--- src/hdl/directory_record_parser_assert.svh ---
// assertion macros for the directory record parser
// needs clk_i and rst_ni in the scope of use
`ifndef DIRECTORY_RECORD_PARSER_ASSERT_SVH
`define DIRECTORY_RECORD_PARSER_ASSERT_SVH

// same-cycle implication, disabled in reset
`define DRP_ASSERT_NOW(lbl, ante, cons) \
  lbl: assert property (@(posedge clk_i) disable iff (!rst_ni) (ante) |-> (cons)) \
    else $error("directory record parser: same-cycle check failed");

// next-cycle implication, disabled in reset
`define DRP_ASSERT_NEXT(lbl, ante, cons) \
  lbl: assert property (@(posedge clk_i) disable iff (!rst_ni) (ante) |=> (cons)) \
    else $error("directory record parser: next-cycle check failed");

`endif

--- src/hdl/drp_pkg.sv ---
// shared types and constants of the directory record parser
// no dependencies
`timescale 1ns / 1ps

package drp_pkg;

  localparam int unsigned SECTOR_BYTES_DEF   = 2048;
  localparam int unsigned NAME_MAX_CHARS_DEF = 63;
  localparam int unsigned FIFO_DEPTH         = 4;

  localparam logic [31:0] DIR_BYTES_RESET   = 32'd2048;
  localparam logic [15:0] ENTRY_LIMIT_RESET = 16'd256;

  // record layout
  localparam logic [7:0] MIN_RECORD     = 8'd33;
  localparam logic [7:0] LBA_FIRST      = 8'd2;
  localparam logic [7:0] LBA_LAST       = 8'd5;
  localparam logic [7:0] SIZE_FIRST     = 8'd10;
  localparam logic [7:0] SIZE_LAST      = 8'd13;
  localparam logic [7:0] FLAGS_OFF      = 8'd25;
  localparam logic [7:0] NAME_LEN_OFF   = 8'd32;
  localparam int unsigned DIR_FLAG_BIT  = 1;
  localparam logic [7:0] BYTE_SEMICOLON = 8'h3B;
  localparam logic [7:0] BYTE_NUL       = 8'h00;
  localparam logic [7:0] BYTE_ONE       = 8'h01;

  typedef enum logic [1:0] {
    KIND_CHAR   = 2'd0,
    KIND_ENTRY  = 2'd1,
    KIND_FINISH = 2'd2
  } kind_e;

  typedef enum logic {
    REG_DIRECTORY_BYTES = 1'b0,
    REG_ENTRY_LIMIT     = 1'b1
  } cfg_reg_e;

  typedef struct packed {
    logic [31:0] directory_bytes;
    logic [15:0] entry_limit;
  } drp_cfg_t;

  // everything one byte produces, serialized later by the back end
  typedef struct packed {
    logic        has_char;
    logic        has_entry;
    logic        has_fin;
    logic [7:0]  name_char;
    logic [31:0] lba;
    logic [31:0] size;
    logic        is_dir;
    logic [5:0]  emitted;
    logic [15:0] index;
  } drp_bundle_t;

endpackage

--- src/hdl/drp_intf.sv ---
// channel interfaces of the directory record parser: input bytes,
// results and configuration writes; depends on drp_pkg
`timescale 1ns / 1ps

interface drp_in_if;
  logic       valid;
  logic       ready;
  logic [7:0] data_byte;
  logic       first_byte;
  modport source (output valid, data_byte, first_byte, input ready);
  modport sink (input valid, data_byte, first_byte, output ready);
endinterface

interface drp_out_if import drp_pkg::*; ();
  logic        valid;
  logic        ready;
  kind_e       kind;
  logic [7:0]  name_char;
  logic [31:0] entry_lba;
  logic [31:0] entry_size;
  logic        is_directory;
  logic [15:0] entry_index;
  logic [5:0]  name_length;
  logic        last_of_run;
  modport source (output valid, kind, name_char, entry_lba, entry_size, is_directory,
                  entry_index, name_length, last_of_run, input ready);
  modport sink (input valid, kind, name_char, entry_lba, entry_size, is_directory,
                entry_index, name_length, last_of_run, output ready);
endinterface

interface drp_cfg_if import drp_pkg::*; ();
  logic        valid;
  logic        ready;
  cfg_reg_e    index;
  logic [31:0] data;
  modport source (output valid, index, data, input ready);
  modport sink (input valid, index, data, output ready);
endinterface

--- src/hdl/drp_fifo.sv ---
// result bundle queue between front and back end
// depends on drp_pkg
`timescale 1ns / 1ps

module drp_fifo import drp_pkg::*; #(
  parameter int unsigned DEPTH = FIFO_DEPTH
) (
  input  logic        clk_i,
  input  logic        rst_ni,
  input  logic        push_i,
  input  drp_bundle_t wdata_i,
  output logic        full_o,
  input  logic        pop_i,
  output logic        empty_o,
  output drp_bundle_t rdata_o
);

  localparam int unsigned PTR_W = (DEPTH > 1) ? $clog2(DEPTH) : 1;
  localparam int unsigned CNT_W = $clog2(DEPTH + 1);
  localparam logic [PTR_W-1:0] PTR_LAST = PTR_W'(DEPTH - 1);
  localparam logic [CNT_W-1:0] CNT_FULL = CNT_W'(DEPTH);

  drp_bundle_t      mem_q [DEPTH];
  logic [PTR_W-1:0] wptr_q, wptr_d, rptr_q, rptr_d;
  logic [CNT_W-1:0] cnt_q, cnt_d;

  assign full_o  = (cnt_q == CNT_FULL);
  assign empty_o = (cnt_q == '0);
  assign rdata_o = mem_q[rptr_q];

  always_comb begin
    wptr_d = wptr_q;
    rptr_d = rptr_q;
    cnt_d  = cnt_q;
    if (push_i) begin
      wptr_d = (wptr_q == PTR_LAST) ? '0 : wptr_q + 1'b1;
    end
    if (pop_i) begin
      rptr_d = (rptr_q == PTR_LAST) ? '0 : rptr_q + 1'b1;
    end
    if (push_i && !pop_i) begin
      cnt_d = cnt_q + 1'b1;
    end else if (!push_i && pop_i) begin
      cnt_d = cnt_q - 1'b1;
    end
  end

  always_ff @(posedge clk_i or negedge rst_ni) begin
    if (!rst_ni) begin
      wptr_q <= '0;
      rptr_q <= '0;
      cnt_q  <= '0;
    end else begin
      wptr_q <= wptr_d;
      rptr_q <= rptr_d;
      cnt_q  <= cnt_d;
    end
  end

  always_ff @(posedge clk_i) begin
    if (push_i) begin
      mem_q[wptr_q] <= wdata_i;
    end
  end

endmodule

--- src/hdl/drp_front.sv ---
// front end: takes one byte per cycle while the queue has room, walks records and classifies results
// depends on drp_pkg and drp_intf
`timescale 1ns / 1ps

module drp_front import drp_pkg::*; #(
  parameter int unsigned SECTOR_BYTES   = SECTOR_BYTES_DEF,
  parameter int unsigned NAME_MAX_CHARS = NAME_MAX_CHARS_DEF
) (
  input  logic        clk_i,
  input  logic        rst_ni,
  input  drp_cfg_t    cfg_i,
  drp_in_if.sink      in_i,
  input  logic        full_i,
  output logic        push_o,
  output drp_bundle_t bundle_o
);

  localparam int unsigned SEC_W  = $clog2(SECTOR_BYTES);
  localparam int unsigned LEFT_W = $clog2(SECTOR_BYTES + 1);
  localparam logic [SEC_W-1:0]  SEC_LAST = SEC_W'(SECTOR_BYTES - 1);
  localparam logic [LEFT_W-1:0] SEC_SIZE = LEFT_W'(SECTOR_BYTES);
  localparam logic [8:0]        NAME_LIM = 9'(NAME_MAX_CHARS);

  logic [31:0]      dir_off_q, dir_off_d, dir_off_e;
  logic [SEC_W-1:0] sec_off_q, sec_off_d, sec_off_e;
  logic [7:0]       rec_off_q, rec_off_d, rec_off_e;
  logic [7:0]       rec_len_q, rec_len_d;
  logic [7:0]       name_bytes_q, name_bytes_d;
  logic [31:0]      lba_q, lba_d, size_q, size_d;
  logic             dir_flag_q, dir_flag_d;
  logic [5:0]       emitted_q, emitted_d;
  logic             cut_q, cut_d;
  logic             skip_q, skip_d, skip_e;
  logic [15:0]      entries_q, entries_d, entries_e;
  logic             finished_q, finished_d, finished_e;

  logic              fire, lt, active, abort, in_name;
  logic [31:0]       rem, left_wide;
  logic [LEFT_W-1:0] sec_room, left;
  logic [7:0]        b, idx, rec_len_m33;
  logic [1:0]        lane;
  logic              has_char, has_entry, has_fin;

  assign fire       = in_i.valid && in_i.ready;
  assign in_i.ready = !full_i;
  assign b          = in_i.data_byte;

  // a first byte restarts the walk before it is parsed
  always_comb begin
    dir_off_e  = in_i.first_byte ? '0 : dir_off_q;
    sec_off_e  = in_i.first_byte ? '0 : sec_off_q;
    rec_off_e  = in_i.first_byte ? '0 : rec_off_q;
    skip_e     = in_i.first_byte ? 1'b0 : skip_q;
    entries_e  = in_i.first_byte ? '0 : entries_q;
    finished_e = in_i.first_byte ? 1'b0 : finished_q;
  end

  // bytes left in this sector that still belong to the extent
  always_comb begin
    lt        = dir_off_e < cfg_i.directory_bytes;
    rem       = cfg_i.directory_bytes - dir_off_e;
    sec_room  = SEC_SIZE - {1'b0, sec_off_e};
    left_wide = (rem < 32'(sec_room)) ? rem : 32'(sec_room);
    left      = LEFT_W'(left_wide);
    active    = (entries_e < cfg_i.entry_limit) && lt;
  end

  always_comb begin
    dir_off_d    = dir_off_e;
    sec_off_d    = sec_off_e;
    rec_off_d    = rec_off_e;
    rec_len_d    = rec_len_q;
    name_bytes_d = name_bytes_q;
    lba_d        = lba_q;
    size_d       = size_q;
    dir_flag_d   = dir_flag_q;
    emitted_d    = emitted_q;
    cut_d        = cut_q;
    skip_d       = skip_e;
    entries_d    = entries_e;
    finished_d   = finished_e;
    has_char     = 1'b0;
    has_entry    = 1'b0;
    has_fin      = 1'b0;
    abort        = 1'b0;
    lane         = '0;
    rec_len_m33  = rec_len_q - MIN_RECORD;
    idx          = rec_off_e - MIN_RECORD;
    in_name      = 1'b0;

    if (!finished_e) begin
      if (active && !skip_e) begin
        if (rec_off_e == '0) begin
          // record start: short tail or bad length drops the sector
          if (left < LEFT_W'(MIN_RECORD) || b < MIN_RECORD || LEFT_W'(b) > left) begin
            skip_d = 1'b1;
          end else begin
            rec_len_d    = b;
            lba_d        = '0;
            size_d       = '0;
            dir_flag_d   = 1'b0;
            name_bytes_d = '0;
            emitted_d    = '0;
            cut_d        = 1'b0;
            rec_off_d    = 8'd1;
          end
        end else begin
          case (rec_off_e) inside
            [LBA_FIRST:LBA_LAST]: begin
              lane = 2'(rec_off_e - LBA_FIRST);
              lba_d[{lane, 3'b000} +: 8] = b;
            end
            [SIZE_FIRST:SIZE_LAST]: begin
              lane = 2'(rec_off_e - SIZE_FIRST);
              size_d[{lane, 3'b000} +: 8] = b;
            end
            FLAGS_OFF: begin
              dir_flag_d = b[DIR_FLAG_BIT];
            end
            NAME_LEN_OFF: begin
              if (b > rec_len_m33) begin
                skip_d = 1'b1;
                abort  = 1'b1;
              end else begin
                name_bytes_d = b;
              end
            end
            default: ;
          endcase

          if (!abort) begin
            // dot entries carry a single 0 or 1 byte as name
            in_name = (rec_off_e >= MIN_RECORD) &&
                      ({1'b0, rec_off_e} < {1'b0, MIN_RECORD} + {1'b0, name_bytes_q}) &&
                      !((rec_off_e == MIN_RECORD) && (name_bytes_q == BYTE_ONE) &&
                        (b <= BYTE_ONE));
            if (in_name) begin
              if (!cut_q && ({1'b0, idx} < NAME_LIM)) begin
                if (b == BYTE_SEMICOLON || b == BYTE_NUL) begin
                  cut_d = 1'b1;
                end else begin
                  emitted_d = emitted_q + 1'b1;
                  has_char  = 1'b1;
                end
              end
              if ({1'b0, rec_off_e} == {1'b0, NAME_LEN_OFF} + {1'b0, name_bytes_q}) begin
                has_entry = 1'b1;
                entries_d = entries_e + 1'b1;
              end
            end
            rec_off_d = ({1'b0, rec_off_e} + 9'd1 >= {1'b0, rec_len_q}) ? '0
                                                                        : rec_off_e + 1'b1;
          end
        end
      end

      if (lt) begin
        dir_off_d = dir_off_e + 1'b1;
      end
      if (sec_off_e == SEC_LAST) begin
        sec_off_d = '0;
        rec_off_d = '0;
        skip_d    = 1'b0;
      end else begin
        sec_off_d = sec_off_e + 1'b1;
      end

      if (!lt || rem == 32'd1 || entries_d >= cfg_i.entry_limit) begin
        finished_d = 1'b1;
        has_fin    = 1'b1;
      end
    end
  end

  always_comb begin
    bundle_o.has_char  = has_char;
    bundle_o.has_entry = has_entry;
    bundle_o.has_fin   = has_fin;
    bundle_o.name_char = b;
    bundle_o.lba       = lba_d;
    bundle_o.size      = size_d;
    bundle_o.is_dir    = dir_flag_d;
    bundle_o.emitted   = emitted_d;
    bundle_o.index     = entries_e;
  end

  assign push_o = fire && (has_char || has_entry || has_fin);

  always_ff @(posedge clk_i or negedge rst_ni) begin
    if (!rst_ni) begin
      dir_off_q  <= '0;
      sec_off_q  <= '0;
      rec_off_q  <= '0;
      rec_len_q  <= '0;
      name_bytes_q <= '0;
      lba_q      <= '0;
      size_q     <= '0;
      dir_flag_q <= 1'b0;
      emitted_q  <= '0;
      cut_q      <= 1'b0;
      skip_q     <= 1'b0;
      entries_q  <= '0;
      finished_q <= 1'b1;
    end else if (fire) begin
      dir_off_q  <= dir_off_d;
      sec_off_q  <= sec_off_d;
      rec_off_q  <= rec_off_d;
      rec_len_q  <= rec_len_d;
      name_bytes_q <= name_bytes_d;
      lba_q      <= lba_d;
      size_q     <= size_d;
      dir_flag_q <= dir_flag_d;
      emitted_q  <= emitted_d;
      cut_q      <= cut_d;
      skip_q     <= skip_d;
      entries_q  <= entries_d;
      finished_q <= finished_d;
    end
  end

endmodule

--- src/hdl/drp_back.sv ---
// back end: turns each queued bundle into one to three result words
// depends on drp_pkg and drp_intf
`timescale 1ns / 1ps

module drp_back import drp_pkg::*; (
  input  logic        clk_i,
  input  logic        rst_ni,
  input  logic        empty_i,
  input  drp_bundle_t rdata_i,
  output logic        pop_o,
  drp_out_if.source   out_o
);

  drp_bundle_t hold_q;
  logic [2:0]  pend_q, pend_d;   // {finish, entry, char} still to send
  logic [2:0]  low, rest, after;
  logic        fire;

  assign low   = pend_q & (~pend_q + 3'd1);
  assign rest  = pend_q & ~low;
  assign fire  = out_o.valid && out_o.ready;
  assign after = fire ? rest : pend_q;
  assign pop_o = (after == '0) && !empty_i;
  assign pend_d = pop_o ? {rdata_i.has_fin, rdata_i.has_entry, rdata_i.has_char} : after;

  always_comb begin
    out_o.valid        = (pend_q != '0);
    out_o.last_of_run  = (rest == '0);
    out_o.name_char    = '0;
    out_o.entry_lba    = hold_q.lba;
    out_o.entry_size   = hold_q.size;
    out_o.is_directory = hold_q.is_dir;
    out_o.entry_index  = hold_q.index;
    out_o.name_length  = hold_q.emitted;
    if (low[0]) begin
      out_o.kind      = KIND_CHAR;
      out_o.name_char = hold_q.name_char;
    end else if (low[1]) begin
      out_o.kind = KIND_ENTRY;
    end else begin
      out_o.kind         = KIND_FINISH;
      out_o.entry_lba    = '0;
      out_o.entry_size   = '0;
      out_o.is_directory = 1'b0;
      out_o.name_length  = '0;
      out_o.entry_index  = hold_q.index + {15'd0, hold_q.has_entry};
    end
  end

  always_ff @(posedge clk_i or negedge rst_ni) begin
    if (!rst_ni) begin
      pend_q <= '0;
    end else begin
      pend_q <= pend_d;
    end
  end

  always_ff @(posedge clk_i) begin
    if (pop_o) begin
      hold_q <= rdata_i;
    end
  end

endmodule

--- src/hdl/directory_record_parser.sv ---
// directory record parser top level: one extent byte accepted per cycle
// while the queue has room, its results queued and then held in the back end.
// results leave one word per cycle while ready is high; a byte makes at most
// three, and a four-bundle queue lets bytes keep coming while the output drains.
// reset (async, active low) clears positions and count and leaves the block
// finished, so bytes are dropped until one arrives with first_byte set.
`timescale 1ns / 1ps
`include "directory_record_parser_assert.svh"

module directory_record_parser import drp_pkg::*; #(
  parameter int unsigned SECTOR_BYTES   = SECTOR_BYTES_DEF,
  parameter int unsigned NAME_MAX_CHARS = NAME_MAX_CHARS_DEF
) (
  input  logic      clk_i,
  input  logic      rst_ni,
  drp_cfg_if.sink   cfg_i,
  drp_in_if.sink    in_i,
  drp_out_if.source out_o
);

  drp_cfg_t    cfg_q;
  drp_bundle_t push_bundle, pop_bundle;
  logic        push, pop, full, empty;

  // configuration registers, always ready
  assign cfg_i.ready = 1'b1;

  always_ff @(posedge clk_i or negedge rst_ni) begin
    if (!rst_ni) begin
      cfg_q.directory_bytes <= DIR_BYTES_RESET;
      cfg_q.entry_limit     <= ENTRY_LIMIT_RESET;
    end else if (cfg_i.valid) begin
      unique case (cfg_i.index)
        REG_DIRECTORY_BYTES: cfg_q.directory_bytes <= cfg_i.data;
        REG_ENTRY_LIMIT:     cfg_q.entry_limit     <= cfg_i.data[15:0];
        default: ;
      endcase
    end
  end

  // front: record walk, one byte per cycle while the queue has room
  drp_front #(
    .SECTOR_BYTES   (SECTOR_BYTES),
    .NAME_MAX_CHARS (NAME_MAX_CHARS)
  ) u_front (
    .clk_i    (clk_i),
    .rst_ni   (rst_ni),
    .cfg_i    (cfg_q),
    .in_i     (in_i),
    .full_i   (full),
    .push_o   (push),
    .bundle_o (push_bundle)
  );

  // queue of per-byte result bundles
  drp_fifo #(
    .DEPTH (FIFO_DEPTH)
  ) u_fifo (
    .clk_i   (clk_i),
    .rst_ni  (rst_ni),
    .push_i  (push),
    .wdata_i (push_bundle),
    .full_o  (full),
    .pop_i   (pop),
    .empty_o (empty),
    .rdata_o (pop_bundle)
  );

  // back: char, entry and finish words in that order
  drp_back u_back (
    .clk_i   (clk_i),
    .rst_ni  (rst_ni),
    .empty_i (empty),
    .rdata_i (pop_bundle),
    .pop_o   (pop),
    .out_o   (out_o)
  );

  // the front never writes into a full queue
  `DRP_ASSERT_NOW(a_no_push_full, push, !full)
  // the back only takes a bundle that is there
  `DRP_ASSERT_NOW(a_no_pop_empty, pop, !empty)
  // a finish word always closes its byte's run
  `DRP_ASSERT_NOW(a_finish_last, out_o.valid && (out_o.kind == KIND_FINISH), out_o.last_of_run)
  // last word taken with nothing queued leaves the output empty
  `DRP_ASSERT_NEXT(a_drain_idle, out_o.valid && out_o.ready && out_o.last_of_run && empty,
                   !out_o.valid)

endmodule
--- src/flat_wrapper.sv ---
// flat-port wrapper written by rule: the top's interface ports become plain ports
module directory_record_parser_flat import drp_pkg::*;
#(
  parameter int unsigned SECTOR_BYTES   = SECTOR_BYTES_DEF,
  parameter int unsigned NAME_MAX_CHARS = NAME_MAX_CHARS_DEF
)
  (clk_i, rst_ni, cfg_i_valid, cfg_i_index, cfg_i_data, cfg_i_ready, in_i_valid, in_i_data_byte, in_i_first_byte, in_i_ready, out_o_valid, out_o_kind, out_o_name_char, out_o_entry_lba, out_o_entry_size, out_o_is_directory, out_o_entry_index, out_o_name_length, out_o_last_of_run, out_o_ready);
  drp_cfg_if cfg_i_i ();
  drp_in_if in_i_i ();
  drp_out_if out_o_i ();
  input  logic clk_i;
  input  logic rst_ni;
  input wire logic [$bits(cfg_i_i.valid)-1:0] cfg_i_valid;
  input wire logic [$bits(cfg_i_i.index)-1:0] cfg_i_index;
  input wire logic [$bits(cfg_i_i.data)-1:0] cfg_i_data;
  output wire logic [$bits(cfg_i_i.ready)-1:0] cfg_i_ready;
  input wire logic [$bits(in_i_i.valid)-1:0] in_i_valid;
  input wire logic [$bits(in_i_i.data_byte)-1:0] in_i_data_byte;
  input wire logic [$bits(in_i_i.first_byte)-1:0] in_i_first_byte;
  output wire logic [$bits(in_i_i.ready)-1:0] in_i_ready;
  output wire logic [$bits(out_o_i.valid)-1:0] out_o_valid;
  output wire logic [$bits(out_o_i.kind)-1:0] out_o_kind;
  output wire logic [$bits(out_o_i.name_char)-1:0] out_o_name_char;
  output wire logic [$bits(out_o_i.entry_lba)-1:0] out_o_entry_lba;
  output wire logic [$bits(out_o_i.entry_size)-1:0] out_o_entry_size;
  output wire logic [$bits(out_o_i.is_directory)-1:0] out_o_is_directory;
  output wire logic [$bits(out_o_i.entry_index)-1:0] out_o_entry_index;
  output wire logic [$bits(out_o_i.name_length)-1:0] out_o_name_length;
  output wire logic [$bits(out_o_i.last_of_run)-1:0] out_o_last_of_run;
  input wire logic [$bits(out_o_i.ready)-1:0] out_o_ready;
  assign cfg_i_i.valid = cfg_i_valid;
  assign cfg_i_i.index = cfg_i_index;
  assign cfg_i_i.data = cfg_i_data;
  assign cfg_i_ready = cfg_i_i.ready;
  assign in_i_i.valid = in_i_valid;
  assign in_i_i.data_byte = in_i_data_byte;
  assign in_i_i.first_byte = in_i_first_byte;
  assign in_i_ready = in_i_i.ready;
  assign out_o_valid = out_o_i.valid;
  assign out_o_kind = out_o_i.kind;
  assign out_o_name_char = out_o_i.name_char;
  assign out_o_entry_lba = out_o_i.entry_lba;
  assign out_o_entry_size = out_o_i.entry_size;
  assign out_o_is_directory = out_o_i.is_directory;
  assign out_o_entry_index = out_o_i.entry_index;
  assign out_o_name_length = out_o_i.name_length;
  assign out_o_last_of_run = out_o_i.last_of_run;
  assign out_o_i.ready = out_o_ready;
  directory_record_parser #(.SECTOR_BYTES(SECTOR_BYTES), .NAME_MAX_CHARS(NAME_MAX_CHARS)) u_core (.clk_i(clk_i), .rst_ni(rst_ni), .cfg_i(cfg_i_i), .in_i(in_i_i), .out_o(out_o_i));
endmodule
--- config.mk ---
export PLATFORM = sky130hd
export DESIGN_NAME = directory_record_parser_flat
export DESIGN_NICKNAME = d
export VERILOG_FILES = /design/src/hdl/drp_pkg.sv /design/src/hdl/drp_intf.sv /design/src/hdl/drp_fifo.sv /design/src/hdl/drp_front.sv /design/src/hdl/drp_back.sv /design/src/hdl/directory_record_parser.sv /design/src/flat_wrapper.sv
export VERILOG_INCLUDE_DIRS = /design/src /design/src/hdl
export SDC_FILE = /design/constraint.sdc
export NUM_CORES = 1
export LEC_CHECK = 0
export BUFFER_PORTS_ARGS = -buffer_cell sky130_fd_sc_hd__buf_4
export CAP_MARGIN = 20
export CORE_ASPECT_RATIO = 0.75
export CORE_MARGIN = 2
export CORE_UTILIZATION = 30
export CTS_CLUSTER_SIZE = 10
export DETAILED_ROUTE_END_ITERATION = 8
export GPL_TIMING_DRIVEN = 0
export PLACE_DENSITY = 0.45
export SYNTH_ARGS = -nofsm -noshare
export SYNTH_HDL_FRONTEND = slang
export SYNTH_SLANG_ARGS = --single-unit
export TNS_END_PERCENT = 20
--- constraint.sdc ---
create_clock -name clk_i -period 9 [get_ports clk_i]
set_input_delay 0.45 -clock clk_i [delete_from_list [all_inputs] [get_ports clk_i]]
set_output_delay 0.45 -clock clk_i [all_outputs]
set_load 0.01 [all_outputs]
* Word-level counts from Yosys, hierarchy flattened
Memory sizes are Yosys's and may differ from the RTL's.
Cells that the tools add are included.
** Word-level totals
- Input bits :: 47
- Memories kept :: 1
- RAM bits :: 392
- Output and inout bits :: 101
- Bits in registers :: 311
** Memories
- u_core.u_fifo.mem_q :: words 4, bits a word 98, rd ports 1, clocked after Yosys merged registers in 0, write ports 1, RTL line drp_fifo.sv:23 : drp_bundle_t mem_q [DEPTH];
** Operators by class
- Mux-type cells :: 121
- Eq/ne operators :: 17
- Reductions and logical operators :: 46
- Shifts and indexed selects :: 4
- $add $sub $neg :: 22
- Bitwise gates (word level) :: 7
- Magnitude comparators :: 17
** Operators with widths (count)
- two-way mux 32 bit :: 18
- two-way mux 16 bit :: 10
- two-way mux 8 bit :: 16
- bitwise mux 32 bit :: 2
- variable shift 8 x 7 -> 32 bit, first input constant :: 2
- indexed part select 8 x 7 -> 32 bit :: 2
- two-way mux 6 bit :: 10
- two-way mux 1 bit :: 53
- two-way mux 11 bit :: 3
- adder 32 x 1 -> 32 bit, second input constant :: 1
- equality test 32 x 1 -> 1 bit, second input constant :: 1
- < comparator 32 x 12 -> 1 bit :: 1
- < comparator 32 bit :: 1
- subtractor 32 bit :: 1
- equality test 8 x 6 -> 1 bit, second input constant :: 3
- adder 6 x 8 -> 9 bit, first input constant :: 2
- adder 16 x 1 -> 16 bit :: 1
- adder 16 x 1 -> 16 bit, second input constant :: 1
- greater-or-equal comparator 16 bit :: 1
- zero test 8 bit :: 2
- < comparator 16 bit :: 1
- < comparator 8 x 6 -> 1 bit, second input constant :: 2
- subtractor 8 x 6 -> 8 bit, second input constant :: 2
- logical AND 1 bit :: 15
- 43 further kinds :: 83

* Depth between registers and ports, before layout
Gate-level depths: netlist of run 1.
- Depth after elaboration :: 24
- Depth in mapped cells :: 40

* Cells and area by module
Synthesis of run 1 repeated with hierarchy kept, for this count alone.
** Unflattened totals
- Cell total of the unflattened synthesis :: 2619
- Area total of the unflattened synthesis :: 34468.1 um2
** Modules (own cells, without submodules)
- drp_fifo :: sequential area each 11946.5 um2, times used 1, cells an instance 549, area each 14654.1 um2
- drp_front :: sequential area each 3930.0 um2, times used 1, cells an instance 1703, area each 13880.8 um2
- drp_back :: sequential area each 2957.8 um2, times used 1, cells an instance 262, area each 3978.8 um2
- directory_record_parser :: sequential area each 1203.7 um2, times used 1, cells an instance 105, area each 1954.4 um2

* Worst setup path before layout of run 1
Ideal clock, no wire load.
- Path kind :: input port to flip-flop
- Start :: in in_i_first_byte
- End :: mem u_core.u_fifo.mem_q[0][0] in the netlist's numbering, enable pin
- Required time :: 8532 ps
- Path slack :: -403 ps
- Cell stages on the path :: 29
- Arrival :: 8936 ps
- Setup time :: 468 ps
- Cells stage by stage :: clkbuf_1 > clkbuf_1 > clkbuf_1 > buf_1 > clkbuf_1 > buf_1 > clkbuf_1 > nor2b_1 > ha_1 > inv_1 > fa_1 > a21o_1 > a21oi_1 > o221a_2 > o221ai_2 > o31ai_1 > a21oi_1 > and2_1 > nand3_1 > nor4_2 > nand3_1 > xnor2_1 > ha_1 > nand3_1 > or3_1 > nor2_1 > a211oi_1 > a31oi_1 > and2_1
** On the way
- Word-level cells in the longest chain between the ends :: 21
** Ends and longest elaborated chain
- start, declared :: RTL line flat_wrapper.sv:19 : input wire logic [$bits(in_i_i.first_byte)-1:0] in_i_first_byte;
- parallel branches: the longest is 17 deep, another holds greater-or-equal comparator 8 x 4 -> 1 bit
- logical OR 1 bit * :: RTL line drp_front.sv:187 : assign push_o = fire && (has_char || has_entry || has_fin);
- logical AND 1 bit * :: RTL line drp_front.sv:187
- named net u_core.push :: RTL line directory_record_parser.sv:23 : logic push, pop, full, empty;
- two-way mux 1 bit * :: RTL line drp_fifo.sv:61 : if (push_i) begin
- two-way mux 1 bit (not written as such) * :: RTL line drp_fifo.sv:62 : mem_q[wptr_q] <= wdata_i;
- end, declared :: RTL line drp_fifo.sv:23
Mark *: on every way through the listed nets, which the timed path passes. The select of a mux whose other input is x is not followed.

* Worst setup path in the final report of run 1
- Start :: in in_i_first_byte
- End :: reg u_core.u_fifo.cnt_q[1]
** RTL lines
- parallel branches: the longest is 17 deep, another holds greater-or-equal comparator 8 x 4 -> 1 bit
- logical OR 1 bit * :: RTL line drp_front.sv:187
- logical AND 1 bit * :: RTL line drp_front.sv:187
- named net u_core.push :: RTL line directory_record_parser.sv:23
- logical AND 1 bit * :: RTL line drp_fifo.sv:41 : if (push_i && !pop_i) begin
- two-way mux 3 bit * :: RTL line drp_fifo.sv:41
- named net u_core.u_fifo.cnt_d[1] :: RTL line drp_fifo.sv:25 : logic [CNT_W-1:0] cnt_q, cnt_d;
- end signal, assigned :: RTL line drp_fifo.sv:56 : cnt_q <= cnt_d;
- end, declared :: RTL line drp_fifo.sv:25
Marks and branches as above.
A chain may end at the register's enable or synchronous reset.

==> results of run 1 <==
[worst min path at each step]
stage | startpoint | slack [ps] | end
6_report | cfg_i_data[7] | 50 | u_core.cfg_q[7]
5_1_grt | cfg_i_data[8] | 10 | u_core.cfg_q[24]
4_1_cts | cfg_i_data[7] | 0.4 | u_core.cfg_q[7]
3_5_place_dp | rst_ni | 410 | u_core.cfg_q[38]
3_3_place_gp | u_core.u_fifo.cnt_q[2] | 470 | u_core.u_fifo.cnt_q[2]
2_1_floorplan | rst_ni | 150 | u_core.cfg_q[0]
[registers in the layout, indices dropped and copies added (netlist names), 2 cells and up]
signal                       flops
u_core.u_fifo.cnt_q              3
u_core.u_front.size_q           32
u_core.cfg_q                    48
u_core.u_fifo.rptr_q             2
u_core.u_fifo.wptr_q             2
u_core.u_front.rec_len_q         8
u_core.u_front.name_bytes_q      8
u_core.u_front.lba_q            32
u_core.u_fifo.mem_q            392
u_core.u_front.rec_off_q         8
u_core.u_back.pend_q             3
u_core.u_front.sec_off_q        11
u_core.u_front.emitted_q         6
u_core.u_back.hold_q            96
u_core.u_front.dir_off_q        32
u_core.u_front.entries_q        16
[cells in the mapped netlist, drive strengths merged, types with 11 or more instances]
cell type	instances	area (µm²)
nor3	112	572
o22ai	26	163
and3	20	125
mux2	62	698
nor4	12	87.6
xor2	48	420
a22o	39	342
nand4	41	257
a21o	52	390
a221o	14	140
nand3	54	270
mux2i	18	184
o21ai	161	810
o211ai	16	120
nor2	132	495
a31oi	17	106
a21oi	147	751
xnor2	60	526
ha	132	1650
nand2b	21	131
nor2b	108	676
inv	83	312
nand2	295	1110
mux4	98	2210
dfrtp	212	5310
buf	37	178
edfxtp	488	14700
o31ai	11	82.6
clkbuf	112	424
o21a	15	113
and2	20	125
[repair_timing]
action | CTS | global route
setup buffers | 2 | 4
hold endpoints to repair | 91 | 0
endpoints found under the setup margin | 779 | 696
cloned | 0 | 0
hold buffers | 31 | 0
gates resized for setup | 99 | 39
pin swaps | 1 | 4
[report_power, final]
group | switching [µW] | total [µW] | internal, µW
registers | 199 | 4300 | 4100
logic | 2410 | 3940 | 1530
clock network | 1370 | 3240 | 1870
total | 3980 | 11500 | 7510
[worst register-to-register path: cells and delay by family (launching register included)]
family	cells	cell delay [ps]
and+or+nand+nor	8	2370
buffers and inverters	6	2000
AOI/OAI and AO/OA	8	1770
adders and majority gates	4	1200
DFF	1	320
muxes	1	270
xor gates and xnor gates	1	210
[cells by family (layout without fill, tap and decap cells)]
group                    after synthesis  count (layout)
AO/OA/AOI/OAI                        570             570
XOR/XNOR                             108             108
adder cells (fa/ha/maj)              135             135
buffers and inverters                232             587
flip-flops                           703             703
multiplexers                         178             178
other                                  1               4
AND/OR/NAND/NOR                      872             872
[final cells by class]
type,instances,area share (%)
antenna,3,0.0182
buffer,146,1.51
clock buffer,148,6.02
clock inverter,11,0.294
inverter,83,0.766
multi-input combinational,1864,33.8
sequential,703,48.5
tap,1526,4.62
timing repair buffer,199,4.47
[layer usage]
| layer | GRT usage [%] | wire (µm) |
|---|---|---|
| met5 | 0 | 13 |
| met4 | 4.38 | 2130 |
| met3 | 3.64 | 6510 |
| met2 | 24.9 | 43600 |
| met1 | 27.2 | 52000 |
[stage by stage]
step           utilization [%]  hold slack (ps)  cell area, µm²
3_5_place_dp              33.3              409           38000
6_report                  36.2             53.3           41300
5_1_grt                   36.2             15.0           41300
4_1_cts                   36.1            0.355           41100
2_1_floorplan                -              154           34600
3_3_place_gp              33.0              472           37600
==> metrics.log, run 1 <==
[metrics] total global-route track usage: between 15 and 20%
[metrics] WL per Instance: between 20 and 25 µm
[metrics] I/O pin count: around 150
[metrics] cell chosen for the clock root: sky130_fd_sc_hd__clkbuf_16
[metrics] post-synthesis adder-cell area fraction: under 10%
[metrics] Detailed Place HPWL: 74.2 mm
[metrics] share of synthesized area spent on multiplexers: roughly 9%
[metrics] critical setup path kind: in -> reg
[metrics] first-pass GRT wire length: 157 mm
[metrics] static leakage: approximately 0.015 µW
[metrics] remaining global-route overflow: 0
[metrics] combinational family with the most area after synthesis: simple AND/OR/NAND/NOR gates
[metrics] number of antenna violations at the first check in global routing: 6
[metrics] area growth from synthesis to final layout: 19.3%
[metrics] accumulated negative setup slack: 0 ps
[metrics] filler cell count in the final layout: 11,160
[metrics] number of I/O port buffers: 145
[metrics] end point of the critical path: u_core.u_fifo.cnt_q[1]
[metrics] total design power: roughly 11,000 µW
[metrics] Bufs on Longest Clock Path: 3
[metrics] post-detailed-route count of antenna-violating nets: 0
[metrics] number of pins with negative max-slew slack in the final report: 0
[metrics] maximum number of pins on one net before global-route repair: just under 90
[metrics] reg2reg start: u_core.u_front.rec_off_q[1]
[metrics] Die Footprint: about 0.12 mm²
[metrics] post-layout instance count excluding filler cells: roughly 4,700
[metrics] worst hold path stage count: 2
[metrics] clock network latency to the later pin of the worst-skew pair: 680 ps
[metrics] critical path fanouts, max: 10
[metrics] Iteration-0 DRC Markers: between 2,000 and 2,500
[metrics] unrepaired setup endpoints after global routing: yes
[metrics] TritonCTS clock tree: yes
[metrics] clock tree sinks: between 700 and 800
[metrics] clk slew on worst S/H paths: ~50 ps
[metrics] DRC errors left: 0
[metrics] number of placement rows: roughly 110
[metrics] maximum clock frequency: about 0.12 GHz
[metrics] CTS H-tree depth: 3
[metrics] top library cells by usage in the layout, fill and taps aside: sky130_fd_sc_hd__edfxtp_1 (488), sky130_fd_sc_hd__nand2_1 (295), sky130_fd_sc_hd__dfrtp_1 (212)
[metrics] synthesized netlist cell count: around 2,800
[metrics] worst IR drop on VDD: 0.243 mV
[metrics] synthesized-area fraction occupied by ao, oa, aoi and oai cells: a little over a tenth
[metrics] number of clock buffers inserted by TritonCTS: 85
[metrics] post-synthesis instance area: about 0.035 mm²
[metrics] Worst slew margin: 15.6%
[metrics] Final Net Count: roughly 3,300
[metrics] area taken by multi-input logic gates: roughly 0.014 mm²
[metrics] final wirelength: ~100 mm
[metrics] transition time at the pin with the least slew margin: approximately 1200 ps
[metrics] minimum setup slack among reg-to-reg paths: 700 ps
[metrics] share of layout cells above drive strength 1: roughly 17%
[metrics] Min-Delay Path Class: in -> reg
[metrics] Top FF cell, synth: sky130_fd_sc_hd__edfxtp_1
[metrics] weighted congestion reported at the end of routability-driven placement: a little under 0.9
[metrics] status: finished, final reports clean
[metrics] final setup slack of the worst path: ~410 ps
[metrics] worst endpoint data arrival time: a little over 9000 ps
[metrics] area fraction in and, or, nand and nor cells after synthesis: approximately an eighth
[metrics] number of flops mapped to enable cells by yosys: slightly below 500
[metrics] time the worst path needs with I/O delays and setup: 8590 ps
[metrics] total number of cells along the worst setup path: 33
[metrics] number of endpoints failing setup at the final stage: 0
[metrics] Avg Inst Size Synth: roughly 12 µm²
[metrics] synth unique cells: 83
[metrics] depth of the worst register-to-register path: 28
[metrics] category of the worst setup path launch point: input port
[metrics] vertical die dimension: approximately 300 µm
[metrics] register area: ~0.020 mm²
[metrics] via count: about 24,000
[metrics] number of warning messages in the yosys log: 0
[metrics] commonest non-fill, non-tap cell in the layout: sky130_fd_sc_hd__edfxtp_1
[metrics] critical path startpoint: in_i_first_byte
[metrics] setup slack at placement: -3940 ps
[metrics] number of placed instances, taps included: 4,484
[metrics] family with the most delay on the worst path: compound AO/OA/AOI/OAI gates
[metrics] total of flip-flops plus latches after synthesis: 703
[metrics] max-cap viol count: 0
[metrics] share of synthesized area occupied by flip-flops and latches: approximately 58%
[metrics] via-per-instance ratio: approximately 5.2
[metrics] Worst Path Required: around 9500 ps
[metrics] Core Box Area: 0.114 mm²
[metrics] worst clock skew: approximately 43 ps
[metrics] hold violation count in the final report: 0
[metrics] Die Span X: 396 µm
[metrics] cell with the biggest individual delay on the critical path: sky130_fd_sc_hd__or3_1
[metrics] post-synthesis share of cell area spent on xor and xnor gates: ~2.7%
[metrics] Async SR Flop Fraction: a little under a third
[metrics] number of global-route vias before repair: around 24,000
[metrics] worst reg2reg endpoint: u_core.u_fifo.cnt_q[1]
[metrics] number of detailed-route iterations in the first pass: 5
[metrics] pwr dens: between 200 and 300 mW/mm²
[metrics] combined buffer and inverter count along the critical path: 9
[metrics] stage delay of the slowest cell on the critical path: ~430 ps
[metrics] Net Count, Synth: roughly 3,000
[metrics] final cycle utilization of the critical path: a little over nine tenths
[metrics] starting utilization of the core area: 30.4%
[metrics] endpoint type of the worst setup path: register
Note: power is estimated with default switching activity, not from simulation.
==> run 2: changes to the inputs <==
--- a/config.mk
+++ b/config.mk
@@ -9,7 +9,6 @@
 export BUFFER_PORTS_ARGS = -buffer_cell sky130_fd_sc_hd__buf_4
 export CAP_MARGIN = 20
 export CORE_ASPECT_RATIO = 0.75
-export CORE_MARGIN = 2
 export CORE_UTILIZATION = 30
 export CTS_CLUSTER_SIZE = 10
 export DETAILED_ROUTE_END_ITERATION = 8
==> run 2 against run 1 <==
  * Sequential share of layout area increased by 0.27 points
  * Clock power increased by 2%
  * Maximum frequency increased by 0.10%
  * Flip-flop and latch count unchanged
  * Largest cell class unchanged
  * Worst hold slack got worse by 11 ps
  * Global-route usage increased by 0.11 points
  * Routed wire length increased by 0.15%
  * Non-clock buffer count decreased by 19
==> metrics.log, run 2 (synthesis gave the netlist of run 1 again) <==
[metrics] I/O pin count: ~150
[metrics] final cycle utilization of the critical path: a little over nine tenths
[metrics] critical path fanouts, max: 10
[metrics] clock network latency to the later pin of the worst-skew pair: 650 ps
[metrics] remaining global-route overflow: 0
[metrics] worst hold slack: between 40 and 50 ps
[metrics] max FFs per register: 392
[metrics] time the worst path needs with I/O delays and setup: 8580 ps
[metrics] Worst Path Required: between 9000 and 10,000 ps
[metrics] family with the most delay on the worst path: buffers and inverters
[metrics] post-detailed-route count of antenna-violating nets: 0
[metrics] largest registers: u_core.u_fifo.mem_q (392), u_core.u_back.hold_q (96), u_core.cfg_q (48)
[metrics] Bufs on Longest Clock Path: 3
[metrics] starting utilization of the core area: a little under a third
[metrics] Min-Delay Path Class: in -> reg
[metrics] critical path startpoint: in_i_first_byte
[metrics] unrepaired setup endpoints after global routing: yes
[metrics] Worst slew margin: ~17%
[metrics] endpoint type of the worst setup path: register
[metrics] worst endpoint data arrival time: between 9000 and 10,000 ps
[metrics] clock tree sinks: about 700
[metrics] first-pass GRT wire length: ~160 mm
[metrics] total global-route track usage: 17.8%
[metrics] reg2reg start: u_core.u_front.rec_off_q[1]
[metrics] number of placement rows: 107
[metrics] number of inserted diodes: 0
[metrics] number of endpoints failing setup at the final stage: 0
[metrics] Die Footprint: 0.117 mm²
[metrics] Detailed Place HPWL: 74.5 mm
[metrics] clk slew on worst S/H paths: around 60 ps
[metrics] worst IR drop on VDD: 0.258 mV
[metrics] TritonCTS clock tree: yes
[metrics] combined buffer and inverter count along the critical path: 12
[metrics] category of the worst setup path launch point: input port
[metrics] share of layout cells above drive strength 1: between 10% and 20%
[metrics] WL per Instance: about 22 µm
[metrics] accumulated negative setup slack: 0 ps
[metrics] maximum number of pins on one net before global-route repair: 87
[metrics] minimum setup slack among reg-to-reg paths: 640 ps
[metrics] total design power: between 10,000 and 15,000 µW
[metrics] depth of the worst register-to-register path: 27
[metrics] Die Span X: around 390 µm
[metrics] critical setup path kind: in -> reg
[metrics] final wirelength: between 100 and 150 mm
[metrics] max-cap viol count: 0
[metrics] area growth from synthesis to final layout: 18.6%
[metrics] hold violation count in the final report: 0
[metrics] end point of the critical path: u_core.u_front.rec_len_q[6]
[metrics] number of detailed-route iterations in the first pass: 6
[metrics] maximum clock frequency: ~0.12 GHz
[metrics] worst clock skew: between 20 and 30 ps
[metrics] vertical die dimension: 296 µm
[metrics] number of pins with negative max-slew slack in the final report: 0
[metrics] total number of cells along the worst setup path: 40
[metrics] DRC errors left: 0
[metrics] CTS H-tree depth: 3
[metrics] via-per-instance ratio: around 5.2
[metrics] static leakage: about 0.015 µW
[metrics] cell with the biggest individual delay on the critical path: sky130_fd_sc_hd__a2111oi_2
[metrics] Final Net Count: 3,244
[metrics] top library cells by usage in the layout, fill and taps aside: sky130_fd_sc_hd__edfxtp_1 (488), sky130_fd_sc_hd__nand2_1 (295), sky130_fd_sc_hd__dfrtp_1 (212)
[metrics] cell chosen for the clock root: sky130_fd_sc_hd__clkbuf_16
[metrics] Most flops, register: u_core.u_fifo.mem_q
[metrics] number of I/O port buffers: approximately 150
[metrics] number of antenna violations at the first check in global routing: 4
[metrics] utilization after layout: 36.0%
[metrics] commonest non-fill, non-tap cell in the layout: sky130_fd_sc_hd__edfxtp_1
[metrics] status: finished, final reports clean
[metrics] Core Box Area: between 0.1 and 0.15 mm²
[metrics] Iteration-0 DRC Markers: between 1,500 and 2,000
[metrics] worst reg2reg endpoint: u_core.u_fifo.cnt_q[1]
[metrics] stage delay of the slowest cell on the critical path: approximately 410 ps
[metrics] transition time at the pin with the least slew margin: around 1200 ps
[metrics] pwr dens: around 280 mW/mm²
[metrics] number of global-route vias before repair: about 24,000
[metrics] weighted congestion reported at the end of routability-driven placement: roughly 0.9
[metrics] number of clock buffers inserted by TritonCTS: 85
[metrics] filler cell count in the final layout: 11,129
[metrics] via count: 24,078
==> run 2: changes by cell type in the layout (fill, tap and decap cells not counted), moves of 4 or more <==
cell                            before  now
sky130_fd_sc_hd__clkbuf_8            8    4
sky130_fd_sc_hd__o21ai_1            28   44
sky130_fd_sc_hd__dlygate4sd3_1      31    9
sky130_fd_sc_hd__o21ai_4             6    1
sky130_fd_sc_hd__o21ai_2            26   14
sky130_fd_sc_hd__buf_16             12    8
sky130_fd_sc_hd__buf_12              0    4
==> run 2: worst min-delay path by stage <==
stage / start / end / depth (start not counted)
after floorplan: rst_ni / u_core.cfg_q[0] / 0
after global placement: u_core.u_fifo.cnt_q[2] / u_core.u_fifo.cnt_q[2] / 1
after detailed placement: rst_ni / u_core.cfg_q[38] / 1
after CTS: cfg_i_data[18] / u_core.cfg_q[34] / 2
after global routing: cfg_i_data[18] / u_core.cfg_q[34] / 2
final: cfg_i_data[18] / u_core.cfg_q[34] / 2
==> run 2: timing repair <==
action	4_1_cts	5_1_grt
setup endpoints to repair	779	767
endpoints found under the hold margin	63	0
setup buffers	2	0
pin swaps	0	3
gates resized for setup	91	38
hold buffers	9	0
==> run 2: through the flow <==
step / instance area [µm²] / std cells / worst slack, ps
floorplan: 34600 / 2799 / -403
global placement: 37600 / 4470 / -7280
detailed placement: 38000 / 4484 / -4110
CTS: 40900 / 4653 / 6.90
global route: 41100 / 4660 / -63.3
finish: 41100 / 4660 / 422
==> run 2: per-layer routing <==
metal	global-route usage, %	routed length (µm)
met3	2.60	5320
met1	27.4	52900
met4	4.06	1960
met5	0	12
met2	26.0	44200
==> run 2: final cells by class <==
type                            count  area [µm²]  share of cell area, %
Multi-Input combinational cell   1864       13900                   33.8
Buffer                            149         653                   1.59
Tap cell                         1526        1910                   4.65
Timing Repair Buffer              177        1630                   3.96
Clock inverter                     15         240                  0.585
Sequential cell                   703       20000                   48.8
Inverter                           83         317                  0.770
Clock buffer                      143        2430                   5.91
==> run 2: power breakdown <==
part / internal (µW) / switching (µW) / leakage, µW
clock network: 1910 / 1390 / 0.00126
registers: 4100 / 197 / 0.00753
logic: 1540 / 2390 / 0.00651
==> run 3: changes to the inputs <==
--- a/config.mk
+++ b/config.mk
@@ -10,10 +10,11 @@
 export CAP_MARGIN = 20
 export CORE_ASPECT_RATIO = 0.75
 export CORE_UTILIZATION = 30
+export CTS_CLUSTER_DIAMETER = 80
 export CTS_CLUSTER_SIZE = 10
 export DETAILED_ROUTE_END_ITERATION = 8
 export GPL_TIMING_DRIVEN = 0
-export PLACE_DENSITY = 0.45
+export PLACE_DENSITY = 0.46
 export SYNTH_ARGS = -nofsm -noshare
 export SYNTH_HDL_FRONTEND = slang
 export SYNTH_SLANG_ARGS = --single-unit
==> constraint.sdc (replaced) <==
create_clock -name clk_i -period 6.9 [get_ports clk_i]
set_input_delay 0.345 -clock clk_i [delete_from_list [all_inputs] [get_ports clk_i]]
set_output_delay 0.345 -clock clk_i [all_outputs]
set_load 0.01 [all_outputs]
==> run 3 against run 2 <==
  * Final area rose by 4.9%
  * Die area did not move
  * Combinational power increased by 44%
  * Sequential power grew 31%
  * Via count rose by 2.4%
  * Non-clock buffer count increased by 86
  * Global-route usage is 0.13 points higher
  * Total power is 34% higher
  * First-iteration DRC count up 14%
  * Critical endpoint is now u_core.u_fifo.mem_q[2][17]
==> metrics.log, run 3 (synthesis gave the netlist of run 1 again) <==
[metrics] final wirelength: 106 mm
[metrics] maximum clock frequency: approximately 0.15 GHz
[metrics] filler cell count in the final layout: about 11,000
[metrics] worst IR drop on VDD: just under 0.2 mV
[metrics] area growth from synthesis to final layout: 24.4%
[metrics] top library cells by usage in the layout, fill and taps aside: sky130_fd_sc_hd__edfxtp_1 (488), sky130_fd_sc_hd__nand2_1 (291), sky130_fd_sc_hd__dfrtp_1 (212)
[metrics] number of I/O port buffers: around 150
[metrics] TritonCTS clock tree: yes
[metrics] number of clock buffers inserted by TritonCTS: 83
[metrics] switching power share of the total: a little over a third
[metrics] number of antenna violations at the first check in global routing: 0
[metrics] critical path startpoint: in_i_first_byte
[metrics] max FFs per register: approximately 400
[metrics] area taken by multi-input logic gates: ~0.015 mm²
[metrics] reg2reg start: u_core.u_front.dir_off_q[0]
[metrics] largest registers: u_core.u_fifo.mem_q (392), u_core.u_back.hold_q (96), u_core.cfg_q (48)
[metrics] cell chosen for the clock root: sky130_fd_sc_hd__clkbuf_16
[metrics] worst clock skew: ~31 ps
[metrics] number of pins with negative max-slew slack in the final report: 0
[metrics] final setup slack of the worst path: between 150 and 200 ps
[metrics] Min-Delay Path Class: in -> async
[metrics] Final Net Count: ~3,300
[metrics] number of placement rows: about 110
[metrics] CTS H-tree depth: 3
[metrics] final cycle utilization of the critical path: a little over nine tenths
[metrics] WL per Instance: 22.4 µm
[metrics] worst reg2reg endpoint: u_core.u_fifo.mem_q[2][29]
[metrics] total global-route track usage: 17.9%
[metrics] number of global-route vias before repair: approximately 25,000
[metrics] clock tree sinks: between 700 and 800
[metrics] utilization after layout: between 30% and 40%
[metrics] critical setup path kind: in -> reg
[metrics] combined buffer and inverter count along the critical path: 12
[metrics] static leakage: between 0.015 and 0.02 µW
[metrics] most numerous cell on the critical path: sky130_fd_sc_hd__buf_12
[metrics] first-pass GRT wire length: roughly 160 mm
[metrics] critical path fanouts, max: 10
[metrics] power share of the sequential group: 36.5%
[metrics] Iteration-0 DRC Markers: 2,123
[metrics] setup slack at placement: -3750 ps
[metrics] category of the worst setup path launch point: input port
[metrics] worst endpoint data arrival time: 7070 ps
[metrics] transition time at the pin with the least slew margin: between 1000 and 1500 ps
[metrics] via count: about 25,000
[metrics] register area: about 0.02 mm²
[metrics] max-cap viol count: 0
[metrics] worst hold slack: between 150 and 200 ps
[metrics] number of endpoints failing setup at the final stage: 0
[metrics] clock network latency to the later pin of the worst-skew pair: around 670 ps
[metrics] total design power: approximately 15,000 µW
[metrics] Bufs on Longest Clock Path: 3
[metrics] via-per-instance ratio: 5.20
[metrics] stage delay of the slowest cell on the critical path: 500 ps
[metrics] number of detailed-route iterations in the first pass: 5
[metrics] post-detailed-route count of antenna-violating nets: 0
[metrics] hold violation count in the final report: 0
[metrics] net switching power: about 5400 µW
[metrics] remaining global-route overflow: 0
[metrics] end point of the critical path: u_core.u_fifo.mem_q[2][17]
[metrics] Die Footprint: between 0.1 and 0.15 mm²
[metrics] clk slew on worst S/H paths: about 60 ps
[metrics] total number of cells along the worst setup path: 36
[metrics] depth of the worst register-to-register path: 34
[metrics] I/O pin count: about 150
[metrics] unrepaired setup endpoints after global routing: yes
[metrics] family with the most delay on the worst path: compound AO/OA/AOI/OAI gates
[metrics] maximum number of pins on one net before global-route repair: between 100 and 150
[metrics] Worst slew margin: under 10%
[metrics] cell with the biggest individual delay on the critical path: sky130_fd_sc_hd__or4_1
[metrics] commonest non-fill, non-tap cell in the layout: sky130_fd_sc_hd__edfxtp_1
[metrics] weighted congestion reported at the end of routability-driven placement: 0.883
[metrics] Clock Power Share: a little over a quarter
[metrics] vertical die dimension: approximately 300 µm
[metrics] minimum setup slack among reg-to-reg paths: roughly 200 ps
[metrics] starting utilization of the core area: between 30% and 40%
[metrics] Detailed Place HPWL: 73.5 mm
[metrics] proportion of power drawn by combinational gates: a little over a third
[metrics] status: finished, final reports clean
[metrics] Die Span X: roughly 400 µm
[metrics] Most flops, register: u_core.u_fifo.mem_q
[metrics] DRC errors left: 0
[metrics] Worst Path Required: around 7300 ps
[metrics] internal power of the cells: between 10,000 and 15,000 µW
[metrics] endpoint type of the worst setup path: register
[metrics] pwr dens: 359 mW/mm²
[metrics] share of layout cells above drive strength 1: a little over a fifth
[metrics] post-route standard cell area excluding fillers: ~0.043 mm²
[metrics] placed instance area: between 0.03 and 0.04 mm²
[metrics] Core Box Area: around 0.11 mm²
[metrics] time the worst path needs with I/O delays and setup: around 6700 ps
run 3: timing repair:
| action | in CTS | in global routing |
|---|---|---|
| endpoints found under the hold margin | 126 | 0 |
| endpoints found under the setup margin | 779 | 771 |
| pin swaps | 28 | 43 |
| buffers inserted | 21 | 37 |
| cloned | 7 | 5 |
| resized for setup | 156 | 86 |
| hold buffers | 42 | 0 |
run 3: how the worst min path moves through the flow:
stage | to | slack, ps | startpoint | cells after the start
6_report | u_core.cfg_q[44] | 160 | rst_ni | 2
5_1_grt | u_core.cfg_q[44] | 170 | rst_ni | 2
4_1_cts | u_core.cfg_q[39] | 140 | rst_ni | 2
3_5_place_dp | u_core.cfg_q[39] | 280 | rst_ni | 1
3_3_place_gp | u_core.u_fifo.cnt_q[2] | 480 | u_core.u_fifo.cnt_q[2] | 1
2_1_floorplan | u_core.cfg_q[0] | 50 | rst_ni | 0
run 3: layout make-up:
cell class              count  area share [%]
flip-flops and latches    703            46.5
multi-input cells        1868            34.4
repair buffers            271            6.06
clock buffers             141            5.44
well taps                1526            4.43
plain buffers             141            2.03
inverters                  83           0.737
clock inverters            11           0.406
diodes                      1         0.00581
run 3: stage by stage:
| stage | std cells | TNS, ps |
|---|---|---|
| finish | 4745 | 0 |
| global route | 4744 | -10590 |
| CTS | 4702 | 0 |
| detailed placement | 4484 | -2249820 |
| floorplan | 2799 | 0 |
| global placement | 4470 | -2394880 |
run 3: power groups by stage:
stage | clock network [µW] | registers [µW] | logic, µW
after floorplan | 0 | 5620 | 3090
after global placement | 0 | 5760 | 4940
after detailed placement | 0 | 5710 | 5110
after CTS | 4300 | 5630 | 5430
after global routing | 4440 | 5700 | 6120
final | 4160 | 5630 | 5660
run 3: per-layer routing:
| layer | wire length [µm] | share of wire, % | vias to the layer above | track usage, % |
|---|---|---|---|---|
| met4 | 2370 | 2.2 | 0 | 4.88 |
| met5 | 0 | 0 | - | 0 |
| li1 | - | - | 11236 | - |
| met2 | 45500 | 43 | 740 | 26.4 |
| met3 | 5730 | 5.4 | 152 | 3.10 |
| met1 | 52600 | 50 | 12530 | 26.8 |
run 3: worst reg2reg max path: cells and delay by family (launching register included):
family | cells | cell delay, ps
adder cells (fa/ha/maj) | 4 | 1140
XOR/XNOR | 1 | 180
AND/OR/NAND/NOR | 8 | 1180
flip-flops | 1 | 370
AO/OA/AOI/OAI | 14 | 2630
multiplexers | 1 | 180
buffers and inverters | 6 | 800
